<file path="config.mk">
export PLATFORM = sky130hd
export DESIGN_NAME = brd_ctrl
export DESIGN_NICKNAME = d
export VERILOG_FILES = /design/src/rtl/brd_pkg.sv /design/src/rtl/brd_ctrl.sv
export VERILOG_INCLUDE_DIRS = /design/src /design/src/rtl
export SDC_FILE = /design/constraint.sdc
export NUM_CORES = 1
export LEC_CHECK = 0
export BUFFER_PORTS_ARGS = -buffer_cell sky130_fd_sc_hd__clkbuf_2
export CAP_MARGIN = 25
export CORE_AREA = 5 5 42 44
export CTS_CLUSTER_DIAMETER = 50
export DETAILED_ROUTE_END_ITERATION = 12
export DIE_AREA = 0 0 47 49
export SLEW_MARGIN = 20
export SYNTH_ARGS = -nofsm -noshare
export SYNTH_HDL_FRONTEND = slang
export SYNTH_SLANG_ARGS = --single-unit
</file>
<file path="constraint.sdc">
create_clock -name i_clk -period 1.76 [get_ports i_clk]
set_clock_uncertainty 0.2 [all_clocks]
set_input_delay 0.176 -clock i_clk [delete_from_list [all_inputs] [get_ports i_clk]]
set_output_delay 0.176 -clock i_clk [all_outputs]
set_load 0.1 [all_outputs]
</file>
<file path="src/rtl/byte_ring_deque_macros.svh">
// Assertion macros shared by the byte ring deque RTL.
// No dependencies; included by modules that carry assertions.
`ifndef BYTE_RING_DEQUE_MACROS_SVH
`define BYTE_RING_DEQUE_MACROS_SVH

// same-cycle implication
`define BRD_ASSERT_NOW(lbl, clk, rst_n, ante, cons, msg) \
    lbl: assert property (@(posedge clk) disable iff (!rst_n) (ante) |-> (cons)) \
        else $error(msg);

// next-cycle implication
`define BRD_ASSERT_NXT(lbl, clk, rst_n, ante, cons, msg) \
    lbl: assert property (@(posedge clk) disable iff (!rst_n) (ante) |=> (cons)) \
        else $error(msg);

`endif

</file>
<file path="src/rtl/brd_pkg.sv">
// Package for the byte ring deque: widths, opcodes, status codes, FSM state
// and controller/datapath interface structs. No dependencies.
package brd_pkg;

    localparam int STORE_DEPTH = 4096;
    localparam int MAX_BURST   = 64;
    localparam int ADDR_W      = $clog2(STORE_DEPTH);
    localparam int CNT_W       = $clog2(STORE_DEPTH + 1);
    localparam int N_W         = 7;
    localparam int IDX_W       = 12;
    localparam int DATA_W      = 8;
    localparam int OP_W        = 4;
    localparam int ST_W        = 3;

    typedef enum logic [OP_W-1:0] {
        OP_PUSH_BACK   = 4'd0,
        OP_PUSH_FRONT  = 4'd1,
        OP_POP_BACK    = 4'd2,
        OP_POP_FRONT   = 4'd3,
        OP_POP_FRONT_N = 4'd4,
        OP_READ_FRONT  = 4'd5,
        OP_READ_BACK   = 4'd6,
        OP_READ_AT     = 4'd7,
        OP_READ_FRONT_N= 4'd8,
        OP_BURST_PUSH  = 4'd9
    } t_op;

    typedef enum logic [ST_W-1:0] {
        ST_OK    = 3'd0,
        ST_FULL  = 3'd1,
        ST_EMPTY = 3'd2,
        ST_LARGE = 3'd3,
        ST_INDEX = 3'd4
    } t_status;

    typedef enum logic [1:0] {
        S_IDLE,
        S_EXEC,
        S_READ
    } t_state;

    typedef struct packed {
        logic load;
        logic exec;
        logic rd_beat;
    } t_cmd;

    typedef struct packed {
        logic need_read;
        logic last_beat;
    } t_sts;

endpackage

</file>
<file path="src/rtl/brd_ctrl.sv">
// Controller FSM for the byte ring deque: sequences load, execute and read beats.
// Depends on brd_pkg and byte_ring_deque_macros.svh.
`include "byte_ring_deque_macros.svh"

module brd_ctrl
    import brd_pkg::*;
(
    input  logic i_clk,
    input  logic i_rst_n,
    input  logic i_start,
    input  t_sts i_sts,
    output t_cmd o_cmd,
    output logic o_busy
);

    t_state r_state;
    t_state n_state;

    always_ff @(posedge i_clk) begin
        if (!i_rst_n) begin
            r_state <= S_IDLE;
        end else begin
            r_state <= n_state;
        end
    end

    always_comb begin
        n_state = r_state;
        unique case (r_state)
            S_IDLE: begin
                if (i_start) n_state = S_EXEC;
            end
            S_EXEC: begin
                n_state = i_sts.need_read ? S_READ : S_IDLE;
            end
            S_READ: begin
                if (i_sts.last_beat) n_state = S_IDLE;
            end
            default: n_state = S_IDLE;
        endcase
    end

    always_comb begin
        o_cmd = '0;
        o_busy = 1'b1;
        unique case (r_state)
            S_IDLE: begin
                o_busy = 1'b0;
                o_cmd.load = i_start;
            end
            S_EXEC: begin
                o_cmd.exec = 1'b1;
            end
            S_READ: begin
                o_cmd.rd_beat = 1'b1;
            end
            default: o_busy = 1'b1;
        endcase
    end

    `BRD_ASSERT_NXT(a_accept_exec, i_clk, i_rst_n, r_state == S_IDLE && i_start,
        r_state == S_EXEC, "accepted beat did not enter execute")
    `BRD_ASSERT_NXT(a_exec_leaves, i_clk, i_rst_n, r_state == S_EXEC,
        r_state == S_IDLE || r_state == S_READ, "execute lasted more than one cycle")
    `BRD_ASSERT_NXT(a_read_ends, i_clk, i_rst_n, r_state == S_READ && i_sts.last_beat,
        r_state == S_IDLE, "read run did not end on last beat")

endmodule

</file>
# [Yosys cells after proc, flatten, opt, wreduce, memory -nomap -nowiden]
# Index checks and enable logic that the tools add are counted.
[word_totals] ff_bits=2 in_bits=5 output_inout_bits=4
[classes] n_eq_ne=4 muxes=8 n_reduce_logical=2
[op_table] op="$mux 2" n=3
[op_table] op="$pmux 2 s3" n=1
[op_table] op="$mux 1" n=4
[op_table] op="$ne 2x2->1 const B" n=2
[op_table] op="$eq 2x1->1 const B" n=1
[op_table] op="$eq 2x2->1 const B" n=1
[op_table] op="$logic_not 2->1" n=1
[op_table] op="$reduce_and 2->1" n=1

# [Logic depth before layout (Yosys ltp)]
# Gate-level depths: netlist of run 1.
[logic_depth] depth_word=3 depth_mapped=2 depth_no_buf=2

# [Worst setup path after synthesis of run 1]
# Ideal clock, no wire load.
[synth_path] kind="register -> register" start="register r_state[0]" end="register r_state[1]" setup_time_ns=0.070 t_arrival_ns=2.044 t_required_ns=1.490 path_slack_ns=-0.553 stages_incl_launch_ff=3 n_path_buf=0 cell_sequence="dfxtp_1 > nor2b_1 > a32o_1"
[synth_between] elab_chain_cells=3 elab_cells_between_ends=7 cone_classes="4 x eq/ne; 1 x mux; 2 x reduce/logical"
[synth_rtl] item="start, declared" line_no="brd_ctrl.sv:16" text="t_state r_state;"
[synth_rtl] item="start signal, assigned" line_no="brd_ctrl.sv:23" text="r_state <= n_state;"
[synth_rtl] item="$eq 2x2->1 or $logic_not 2->1 (tied branches)" line_no="brd_ctrl.sv:29" text="unique case (r_state)"
[synth_rtl] item="$ne 2x2->1 (no line)"
[synth_rtl] item="$reduce_and 2->1 (no line)"
# Several ways; a longest one is shown, not always the timed one.
# A chain may end at the register's enable or synchronous reset.

# [Worst setup path in the final report of run 1]
[layout_path] start="register r_state[1]" end="output o_busy"
[layout_between] elab_chain_cells=2
[layout_rtl] item="$logic_not 2->1" line_no="brd_ctrl.sv:46" text="unique case (r_state)"
[layout_rtl] item="$mux 1" line_no="brd_ctrl.sv:46"
[layout_rtl] item="end, declared" line_no="brd_ctrl.sv:13" text="output logic o_busy"
# No other way between the ends.

==> results of run 1 <==
==> power groups by stage <==
stage / Clock (mW) / Combinational (mW) / Sequential, mW
3_3_place_gp: 0 / 0.0687 / 0.0517
5_1_grt: 0.111 / 0.0752 / 0.0515
4_1_cts: 0.108 / 0.0726 / 0.0512
6_report: 0.101 / 0.0719 / 0.0512
3_5_place_dp: 0 / 0.0689 / 0.0518
2_1_floorplan: 0 / 0.0556 / 0.0514
==> what timing repair did <==
item | CTS | global route
hold buffers | 2 | 0
gates resized for setup | 0 | 0
setup buffers | 0 | 0
hold endpoints to repair | 2 | 0
==> synth_stat cells <==
cell type / count
sky130_fd_sc_hd__and2_1: 1
sky130_fd_sc_hd__dfxtp_1: 2
sky130_fd_sc_hd__nor3b_2: 1
sky130_fd_sc_hd__nor2b_1: 3
sky130_fd_sc_hd__a32o_1: 1
sky130_fd_sc_hd__or2_2: 1
==> final cells by class <==
type | instances | area [µm²]
clock buffers | 3 | 22.5
well taps | 16 | 20.0
multi-input cells | 7 | 65.1
flip-flops and latches | 2 | 40.0
repair buffers | 10 | 67.6
fillers | 173 | 1190
==> stage by stage <==
stage | hold slack (ns) | power (mW) | instances
after detailed placement | 0.216 | 0.121 | 33
after CTS | 0.0808 | 0.232 | 38
after global placement | 0.211 | 0.120 | 33
after global routing | 0.123 | 0.237 | 38
final | 0.0842 | 0.224 | 38
after floorplan | 0.0977 | 0.107 | 9
==> critical path: cells and delay by family, from the launching register on <==
kind | cells | cell delay [ns]
buffers and inverters | 1 | 0.37
flip-flops | 1 | 0.34
AND/OR/NAND/NOR | 1 | 0.30
==> layer usage <==
metal / GRT usage / up-vias / part of all wire
met5: 0 / - / 0
met3: 0.0111 / 2 / 0.076
met1: 0.0284 / 52 / 0.30
met2: 0.0407 / 6 / 0.52
li1: - / 59 / -
met4: 0.0968 / 0 / 0.097
==> kinds of logic (layout without fill, tap and decap cells) <==
kind of cell           after synthesis  after routing  synth area share
and+or+nand+nor                      6              6             0.467
DFF                                  2              2             0.427
AOI/OAI and AO/OA                    1              1             0.107
buffers and inverters                0             13                 0
==> final timing paths <==
path	end	cells after the start	slack [ns]	startpoint
max	o_busy	2	0.15	r_state[1]
min	r_state[1]	3	0.08	i_sts[0]
max reg2reg	r_state[1]	2	0.69	r_state[0]
min reg2reg	r_state[1]	2	0.44	r_state[0]
==> metrics.md, run 1 <==
| Metric | Value |
|---|---|
| Pins over their slew limit | `0` |
| Unrepaired setup endpoints after global routing | `false` |
| Reported net switching power | `0.0807 mW` |
| Top library cells by usage in the layout, fill and taps aside | `sky130_fd_sc_hd__clkbuf_2, sky130_fd_sc_hd__clkbuf_4, sky130_fd_sc_hd__buf_4` |
| Core area | `~1400 µm²` |
| Proportion of total power due to net switching | `0.361` |
| Maximum fanout along the worst path | `4` |
| Largest regs | `r_state x2` |
| Library cells used by synthesis | `6` |
| Number of optimization iterations in the first detailed-route pass | `1` |
| Combinational share of power | `0.321` |
| Die width | `47 µm` |
| Power Internal | `0.143 mW` |
| Worst setup path class | `register to primary output` |
| Register area share after synthesis | `0.427` |
| Setup TNS Final | `0 ns` |
| Area grow syn2layout | `129%` |
| Tmin final | `between 1.5 and 2 ns` |
| Slew headroom | `0.641` |
| Leakage power summed over all cells | `roughly 0.10 nW` |
| Placed standard-cell area | `173 µm²` |
| Wire length per cell after detailed routing | `7.58 µm` |
| Antenna-violating nets left | `0` |
| Clock insertion delay at the later pin of the skew report | `between 0.2 and 0.25 ns` |
| Chip height | `49 µm` |
| Slowest cell on the critical path | `sky130_fd_sc_hd__clkbuf_2` |
| Leading cell types by total area after synthesis | `sky130_fd_sc_hd__dfxtp_1, sky130_fd_sc_hd__nor2b_1, sky130_fd_sc_hd__nor3b_2` |
| Wire length of the first global-routing pass | `503 µm` |
| Cell breakdown of the critical path | `or2_2 -> clkbuf_2` |
| Final setup vio count | `0` |
| Routed via count | `119` |
| Clock Path Buffers | `2` |
| Pin slew with the least headroom to its limit | `around 0.54 ns` |
| Effective utilization at floorplan | `0.0670` |
| Biggest cell delay along the critical path | `0.37 ns` |
| YS warnings | `0` |
| Residual DRC | `0` |
| Flip-flop count of the largest register after layout | `2` |
| Clock power share | `0.450` |
| Total global routing overflow | `0` |
| Power per unit of standard cell area | `about 1000 nW/µm²` |
| Total wire length | `288 µm` |
| Antenna violations before repair | `0` |
| TritonCTS clock tree | `done` |
| Total clock buffers created by CTS | `3` |
| Synth Cell Area | `between 90 and 100 µm²` |
| Fin crit share | `0.912` |
| Final setup slack of the worst path | `roughly 0.15 ns` |
| Yosys reg bits | `2` |
| Core occupancy in the finished layout | `0.154` |
| Clock tree root buffer cell | `sky130_fd_sc_hd__clkbuf_4` |
| Required time of the critical path | `1.38 ns` |
| Placement Rows | `14` |
| Via count of the first global-routing pass | `around 130` |
| DRC violation total after the first TritonRoute iteration | `0` |
| Clock H-tree levels | `1` |
| Pin count of the biggest net entering global routing | `5` |
| Area of all placed cells without fillers | `215 µm²` |
| Cells after Synth | `9` |
| Top reg by flops | `r_state` |
| Top cell type by total area after synthesis | `sky130_fd_sc_hd__dfxtp_1` |
| Tot GR Track Use | `0.0387` |
| Share of final-layout standard cells stronger than drive strength 1 | `0.682` |
| Sequential Power Share | `0.229` |
| Worst EP arrival | `1.23 ns` |
| Timing-limited maximum frequency | `0.623 GHz` |
| Number of top-level design ports | `9` |
| Type of the worst min-delay path | `input pin to register` |
| Post-Place Worst Slack | `0.378 ns` |
| Leading cell type in the layout, fill and taps excluded | `sky130_fd_sc_hd__clkbuf_2` |
| Kind of end point of the critical path | `primary output` |
| Count of inserted antenna diode cells | `0` |
| Startpoint types | `register` |
| Clock slew at reported path FFs | `0.03 ns` |
| CTS sink count | `2` |
| Mean area per synthesized cell | `10.4 µm²` |
| Placer congestion estimate | `around 0.55` |
| Post-detailed-route via-to-cell ratio | `3.13` |
| Die outline area | `approximately 2300 µm²` |
| Result of the run | `completed` |
| Proportion of netlist area held by the largest area contributor | `0.427` |
| Number of nets in the final layout | `29` |
| Max-Cap Viols | `0` |
| Hold Violations, Final | `0` |
| IR Drop Worst-Case VDD | `0.000159 V` |
| Nets in the synthesized netlist | `14` |
| Buffers added on ports | `8` |
Note: power is estimated with default switching activity, not from simulation.
==> inputs of run 2 (changes only) <==
--- a/config.mk
+++ b/config.mk
@@ -8,10 +8,10 @@
 export LEC_CHECK = 0
 export BUFFER_PORTS_ARGS = -buffer_cell sky130_fd_sc_hd__clkbuf_2
 export CAP_MARGIN = 25
-export CORE_AREA = 5 5 42 44
+export CORE_AREA = 2 2 39 41
 export CTS_CLUSTER_DIAMETER = 50
 export DETAILED_ROUTE_END_ITERATION = 12
-export DIE_AREA = 0 0 47 49
+export DIE_AREA = 0 0 41 43
 export SLEW_MARGIN = 20
 export SYNTH_ARGS = -nofsm -noshare
 export SYNTH_HDL_FRONTEND = slang
==> metrics.md, run 2 (synthesis gave the netlist of run 1 again) <==
| Metric | Value |
|---|---|
| Clock insertion delay at the later pin of the skew report | `0.22 ns (about the same)` |
| Clock power share | `0.449 (was 0.450)` |
| Timing-limited maximum frequency | `0.621 GHz (was 0.623 GHz)` |
| Top library cells by usage in the layout, fill and taps aside | `sky130_fd_sc_hd__clkbuf_2, sky130_fd_sc_hd__clkbuf_4, sky130_fd_sc_hd__buf_4 (unchanged)` |
| IR Drop Worst-Case VDD | `0.000113 V (was 0.000159 V)` |
| Setup repair bufs after CTS | `0 (unchanged)` |
| Die width | `41 µm (was 47 µm)` |
| Final hold slack | `0.0801 ns (was 0.0842 ns)` |
| Proportion of total power due to net switching | `0.362 (was 0.361)` |
| Slew headroom | `0.644 (was 0.641)` |
| Kind of end point of the critical path | `primary output (unchanged)` |
| Reported net switching power | `0.0809 mW (was 0.0807 mW)` |
| Worst EP arrival | `1.23 ns (about the same)` |
| Via count of the first global-routing pass | `107 (was 134)` |
| Wire length of the first global-routing pass | `386 µm (was 503 µm)` |
| Setup TNS Final | `0 ns (unchanged)` |
| Effective utilization at floorplan | `0.0678 (was 0.0670)` |
| Placed standard-cell area | `173 µm² (unchanged)` |
| Count of inserted antenna diode cells | `0 (unchanged)` |
| Hold Violations, Final | `0 (unchanged)` |
| Number of optimization iterations in the first detailed-route pass | `2 (was 1)` |
| Non-filler cells in the finished layout | `38 (unchanged)` |
| Largest regs | `r_state x2 (unchanged)` |
| Type of the worst min-delay path | `input pin to register (unchanged)` |
| Power per unit of standard cell area | `1040 nW/µm² (about the same)` |
| Antenna-violating nets left | `0 (unchanged)` |
| Post-detailed-route via-to-cell ratio | `3.08 (was 3.13)` |
| Pins over their slew limit | `0 (unchanged)` |
| Clock slew at reported path FFs | `0.03 ns (about the same)` |
| Leading cell type in the layout, fill and taps excluded | `sky130_fd_sc_hd__clkbuf_2 (unchanged)` |
| Leakage power summed over all cells | `0.100 nW (unchanged)` |
| Power Internal | `0.143 mW (about the same)` |
| Maximum fanout along the worst path | `4 (unchanged)` |
| Placement Rows | `14 (unchanged)` |
| Chip height | `43 µm (was 49 µm)` |
| Flip-flop count of the largest register after layout | `2 (unchanged)` |
| Clock H-tree levels | `1 (unchanged)` |
| Post-CTS Resized | `0 (unchanged)` |
| Number of top-level design ports | `9 (unchanged)` |
| Total clock buffers created by CTS | `3 (unchanged)` |
| TritonCTS clock tree | `done (unchanged)` |
| Unrepaired setup endpoints after global routing | `false (unchanged)` |
| Hold-fix buffers at CTS | `2 (unchanged)` |
| Max-Cap Viols | `0 (unchanged)` |
| Die outline area | `1760 µm² (was 2300 µm²)` |
| Total global routing overflow | `0 (unchanged)` |
| Area grow syn2layout | `129% (unchanged)` |
| Number of cells in the design after placement | `33 (unchanged)` |
| Sequential Power Share | `0.229 (about the same)` |
| Area of all placed cells without fillers | `215 µm² (unchanged)` |
| Residual DRC | `0 (unchanged)` |
| Top reg by flops | `r_state (unchanged)` |
| Wire length per cell after detailed routing | `7.11 µm (was 7.58 µm)` |
| Total wire length | `270 µm (was 288 µm)` |
| Result of the run | `completed (unchanged)` |
| DRC violation total after the first TritonRoute iteration | `1 (was 0)` |
| Tmin final | `1.61 ns (about the same)` |
| Pin count of the biggest net entering global routing | `5 (unchanged)` |
| Fin crit share | `0.915 (was 0.912)` |
| Buffers added on ports | `8 (unchanged)` |
| Startpoint types | `register (unchanged)` |
| Antenna violations before repair | `0 (unchanged)` |
| Pin slew with the least headroom to its limit | `0.537 ns (was 0.540 ns)` |
| Final setup vio count | `0 (unchanged)` |
| Clock tree root buffer cell | `sky130_fd_sc_hd__clkbuf_4 (unchanged)` |
| Placer congestion estimate | `0.455 (was 0.552)` |
| Clock Path Buffers | `2 (unchanged)` |
| Worst setup path class | `register to primary output (unchanged)` |
| Routed via count | `117 (was 119)` |
| Post-DP HPWL | `206 µm` |
| Tot GR Track Use | `0.0440 (was 0.0387)` |
| CTS sink count | `2 (unchanged)` |
| Number of nets in the final layout | `29 (unchanged)` |
| Required time of the critical path | `1.38 ns (about the same)` |
| Core area | `1380 µm² (was 1400 µm²)` |
| Share of final-layout standard cells stronger than drive strength 1 | `0.682 (unchanged)` |
| Combinational share of power | `0.321 (about the same)` |
==> run 2: cell counts in the layout (fill, tap and decap cells not counted) <==
No cell type changed its count.
==> run 2: final timing paths <==
path / start / endpoint / slack [ns] / cells after the start
max: r_state[1] / o_busy / 0.15 / 2
min: i_sts[0] / r_state[1] / 0.08 / 3
max reg2reg: r_state[0] / r_state[1] / 0.68 / 2
min reg2reg: r_state[0] / r_state[1] / 0.44 / 2
==> run 2: critical path: stages (launching register included) <==
cell and delay, ns:
sky130_fd_sc_hd__dfxtp_1 0.34, sky130_fd_sc_hd__or2_2 0.30, sky130_fd_sc_hd__clkbuf_2 0.37
==> run 2: final cells by class <==
| class | instances | area [µm²] |
|---|---|---|
| fillers | 163 | 1170 |
| repair buffers | 10 | 67.6 |
| multi-input cells | 7 | 65.1 |
| flip-flops and latches | 2 | 40.0 |
| clock buffers | 3 | 22.5 |
| well taps | 16 | 20.0 |
==> run 2: power groups by stage <==
stage	clock network [mW]	logic, mW	registers (mW)
finish	0.101	0.0719	0.0513
global route	0.114	0.0747	0.0514
CTS	0.108	0.0724	0.0513
detailed placement	0	0.0689	0.0519
global placement	0	0.0689	0.0516
floorplan	0	0.0556	0.0514
==> run 2: routing by layer <==
layer	vias up	track usage	wire length, µm
met2	5	0.0438	154
met4	0	0.100	0
li1	59	-	-
met1	53	0.0286	89
met3	0	0.0314	26
met5	-	0	0
==> run 2: through the flow <==
step,setup WS (ns),utilization,power [mW]
2_1_floorplan,-0.0359,-,0.107
3_3_place_gp,0.388,0.125,0.121
3_5_place_dp,0.375,0.125,0.121
4_1_cts,0.135,0.156,0.232
5_1_grt,0.119,0.156,0.240
6_report,0.150,0.156,0.224
==> inputs of run 3 (changes only) <==
--- a/config.mk
+++ b/config.mk
@@ -6,12 +6,14 @@
 export SDC_FILE = /design/constraint.sdc
 export NUM_CORES = 1
 export LEC_CHECK = 0
+export ABC_AREA = 1
 export BUFFER_PORTS_ARGS = -buffer_cell sky130_fd_sc_hd__clkbuf_2
 export CAP_MARGIN = 25
 export CORE_AREA = 2 2 39 41
 export CTS_CLUSTER_DIAMETER = 50
 export DETAILED_ROUTE_END_ITERATION = 12
 export DIE_AREA = 0 0 41 43
+export RECOVER_POWER = 50
 export SLEW_MARGIN = 20
 export SYNTH_ARGS = -nofsm -noshare
 export SYNTH_HDL_FRONTEND = slang
==> metrics.md, run 3 <==
| Metric | Value |
|---|---|
| Total clock buffers created by CTS | `3 (unchanged)` |
| Result of the run | `completed (unchanged)` |
| Placed standard-cell area | `180 µm² (was 173 µm²)` |
| Prevailing post-synth register cell | `sky130_fd_sc_hd__dfxtp_1 (unchanged)` |
| Clock slew at reported path FFs | `0.03 ns (about the same)` |
| Most common library cells after synthesis | `sky130_fd_sc_hd__inv_1, sky130_fd_sc_hd__nor2_1, sky130_fd_sc_hd__dfxtp_1, sky130_fd_sc_hd__inv_2 (was sky130_fd_sc_hd__nor2b_1, sky130_fd_sc_hd__dfxtp_1)` |
| Slew headroom | `0.643 (was 0.644)` |
| Cells after Synth | `15 (was 9)` |
| Proportion of netlist area held by the largest area contributor | `0.364 (was 0.427)` |
| Chip height | `43 µm (unchanged)` |
| Flip-flop count of the largest register after layout | `2 (unchanged)` |
| Top reg by flops | `r_state (unchanged)` |
| Proportion of total power due to net switching | `0.378 (was 0.362)` |
| Hold-fix buffers at CTS | `1 (was 2)` |
| Nets in the synthesized netlist | `20 (was 14)` |
| Leakage power summed over all cells | `0.106 nW (was 0.100 nW)` |
| Leading cell type in the layout, fill and taps excluded | `sky130_fd_sc_hd__clkbuf_2 (unchanged)` |
| Sequential Power Share | `0.226 (was 0.229)` |
| Top cell type by total area after synthesis | `sky130_fd_sc_hd__dfxtp_1 (unchanged)` |
| Biggest cell delay along the critical path | `0.46 ns (was 0.37 ns)` |
| Startpoint types | `register (unchanged)` |
| IR Drop Worst-Case VDD | `0.000123 V (was 0.000113 V)` |
| Reported net switching power | `0.0837 mW (was 0.0809 mW)` |
| Hold Violations, Final | `0 (unchanged)` |
| Clock insertion delay at the later pin of the skew report | `0.22 ns (about the same)` |
| Antenna-violating nets left | `0 (unchanged)` |
| Via count of the first global-routing pass | `119 (was 107)` |
| Post-Place Worst Slack | `0.428 ns (was 0.375 ns)` |
| TritonCTS clock tree | `done (unchanged)` |
| Core occupancy in the finished layout | `0.149 (was 0.156)` |
| Slowest cell on the critical path | `sky130_fd_sc_hd__clkbuf_2 (unchanged)` |
| Residual DRC | `0 (unchanged)` |
| Worst setup path class | `register to primary output (unchanged)` |
| Buf/Inv on CP | `2 (was 1)` |
| Combinational share of power | `0.318 (was 0.321)` |
| Pin slew with the least headroom to its limit | `0.538 ns (was 0.537 ns)` |
| Wire length of the first global-routing pass | `400 µm (was 386 µm)` |
| Top library cells by usage in the layout, fill and taps aside | `sky130_fd_sc_hd__clkbuf_2, sky130_fd_sc_hd__inv_1, sky130_fd_sc_hd__clkbuf_4 (was sky130_fd_sc_hd__clkbuf_2, sky130_fd_sc_hd__clkbuf_4, sky130_fd_sc_hd__buf_4)` |
| Area grow syn2layout | `87.5% (was 129%)` |
| DRC violation total after the first TritonRoute iteration | `0 (was 1)` |
| Tmin final | `1.55 ns (was 1.61 ns)` |
| Max-Cap Viols | `0 (unchanged)` |
| Family with the most delay on the worst path | `buffers and inverters (unchanged)` |
| Clock power share | `0.456 (was 0.449)` |
| Kind of end point of the critical path | `primary output (unchanged)` |
| Final setup vio count | `0 (unchanged)` |
| WL met2 | `131 µm (was 154 µm)` |
| Post-detailed-route via-to-cell ratio | `2.98 (was 3.08)` |
| Total wire length | `259 µm (was 270 µm)` |
| Clock tree root buffer cell | `sky130_fd_sc_hd__clkbuf_4 (unchanged)` |
| Unrepaired setup endpoints after global routing | `false (unchanged)` |
| Largest regs | `r_state x2 (unchanged)` |
| Wire length per cell after detailed routing | `6.02 µm (was 7.11 µm)` |
| Pins over their slew limit | `0 (unchanged)` |
| Clock Path Buffers | `2 (unchanged)` |
| Count of inserted antenna diode cells | `0 (unchanged)` |
| Top routing layer used | `met3 (unchanged)` |
| Setup repair bufs after CTS | `0 (unchanged)` |
| Antenna violations before repair | `0 (unchanged)` |
| Post-synth ARST share | `0 (unchanged)` |
| Clock H-tree levels | `1 (unchanged)` |
| Detailed-routed wire length on met3 | `21 µm (was 26 µm)` |
| Tot GR Track Use | `0.0440 (about the same)` |
| Die outline area | `1760 µm² (unchanged)` |
| Number of optimization iterations in the first detailed-route pass | `1 (was 2)` |
| Area of all placed cells without fillers | `206 µm² (was 215 µm²)` |
| EDFF count, synth | `0 (unchanged)` |
| Count of fill cells added during filler insertion | `161 (was 163)` |
| Die width | `41 µm (unchanged)` |
| Timing-limited maximum frequency | `0.645 GHz (was 0.621 GHz)` |
| Effective utilization at floorplan | `0.0796 (was 0.0678)` |
| Number of top-level design ports | `9 (unchanged)` |
| Register area share after synthesis | `0.364 (was 0.427)` |
| Post-CTS Resized | `0 (unchanged)` |
| Number of nets in the final layout | `34 (was 29)` |
| Placement Rows | `14 (unchanged)` |
| Met1 routed wirelength after detailed routing | `107 µm (was 89 µm)` |
| Leading cell types by total area after synthesis | `sky130_fd_sc_hd__dfxtp_1, sky130_fd_sc_hd__inv_1, sky130_fd_sc_hd__nor2_1 (was sky130_fd_sc_hd__dfxtp_1, sky130_fd_sc_hd__nor2b_1, sky130_fd_sc_hd__nor3b_2)` |
| YS warnings | `0 (unchanged)` |
| Core area | `1380 µm² (unchanged)` |
| Maximum fanout along the worst path | `3 (was 4)` |
| Cell breakdown of the critical path | `inv_2 -> nor2_1 -> clkbuf_2 (was or2_2 -> clkbuf_2)` |
| Power per unit of standard cell area | `1070 nW/µm² (was 1040 nW/µm²)` |
| Library cells used by synthesis | `9 (was 6)` |
| Type of the worst min-delay path | `input pin to register (unchanged)` |
| Routed via count | `128 (was 117)` |
| Share of final-layout standard cells stronger than drive strength 1 | `0.593 (was 0.682)` |
| Pin count of the biggest net entering global routing | `4 (was 5)` |
| Required time of the critical path | `1.38 ns (about the same)` |
| Placer congestion estimate | `0.531 (was 0.455)` |
| Buffers added on ports | `8 (unchanged)` |
| Yosys reg bits | `2 (unchanged)` |
| CTS sink count | `2 (unchanged)` |
| Mean area per synthesized cell | `7.34 µm² (was 10.4 µm²)` |
| Power Internal | `0.138 mW (was 0.143 mW)` |
| Fin crit share | `0.881 (was 0.915)` |
| Worst EP arrival | `1.17 ns (was 1.23 ns)` |
| Final setup slack of the worst path | `0.209 ns (was 0.150 ns)` |
| Total global routing overflow | `0 (unchanged)` |
| Synth Cell Area | `110 µm² (was 93.8 µm²)` |
-- run 3: cell count changes after synthesis, sizes merged, moves of 2 or more --
cell,change
inv,+5
nor2,+3
nor2b,-3
nand3,+2
-- run 3: area by class of cell --
| cell class | count | area [µm²] | share of cell area |
|---|---|---|---|
| multi-input combinational | 8 | 51.3 | 0.248 |
| inverter | 5 | 18.8 | 0.0909 |
| clock buffer | 3 | 22.5 | 0.109 |
| timing repair buffer | 9 | 53.8 | 0.261 |
| tap | 16 | 20.0 | 0.0970 |
| sequential | 2 | 40.0 | 0.194 |
-- run 3: path summary, 6_finish.rpt --
check	from	to	slack [ns]	cells past startpoint
max reg2reg	r_state[0]	r_state[0]	0.85	3
min	i_rst_n	r_state[1]	0.01	3
max	r_state[0]	o_cmd[1]	0.21	3
min reg2reg	r_state[0]	r_state[1]	0.30	2
-- run 3: per-layer routing --
| layer | track usage | up-vias |
|---|---|---|
| li1 | - | 69 |
| met1 | 0.0223 | 53 |
| met2 | 0.0500 | 6 |
| met3 | 0.0471 | 0 |
| met4 | 0.0800 | 0 |
| met5 | 0 | - |
-- run 3: power by group through the flow --
stage / Combinational, mW / Sequential (mW) / Clock, mW
4_1_cts: 0.0730 / 0.0501 / 0.106
6_report: 0.0704 / 0.0501 / 0.101
3_3_place_gp: 0.0710 / 0.0507 / 0
3_5_place_dp: 0.0712 / 0.0507 / 0
5_1_grt: 0.0738 / 0.0502 / 0.115
2_1_floorplan: 0.0567 / 0.0504 / 0
-- run 3: tightest hold or removal path: cells and delay by family --
family	cells	cell delay [ns]
compound gates	1	0.04
buf+inv	2	0.17
-- run 3: kinds of logic after synthesis --
kind of cell / share of synthesized area
AOI/OAI and AO/OA: 0.0796
buffers and inverters: 0.170
DFF: 0.364
and+or+nand+nor: 0.386
-- run 3: through the flow --
stage	TNS, ns	power, mW	hold WS [ns]	instances
after floorplan	-0.813	0.107	0.126	15
after global placement	0	0.122	0.231	39
after detailed placement	0	0.122	0.233	39
after CTS	0	0.229	0.00612	43
after global routing	0	0.239	0.00559	43
final	0	0.222	0.0103	43
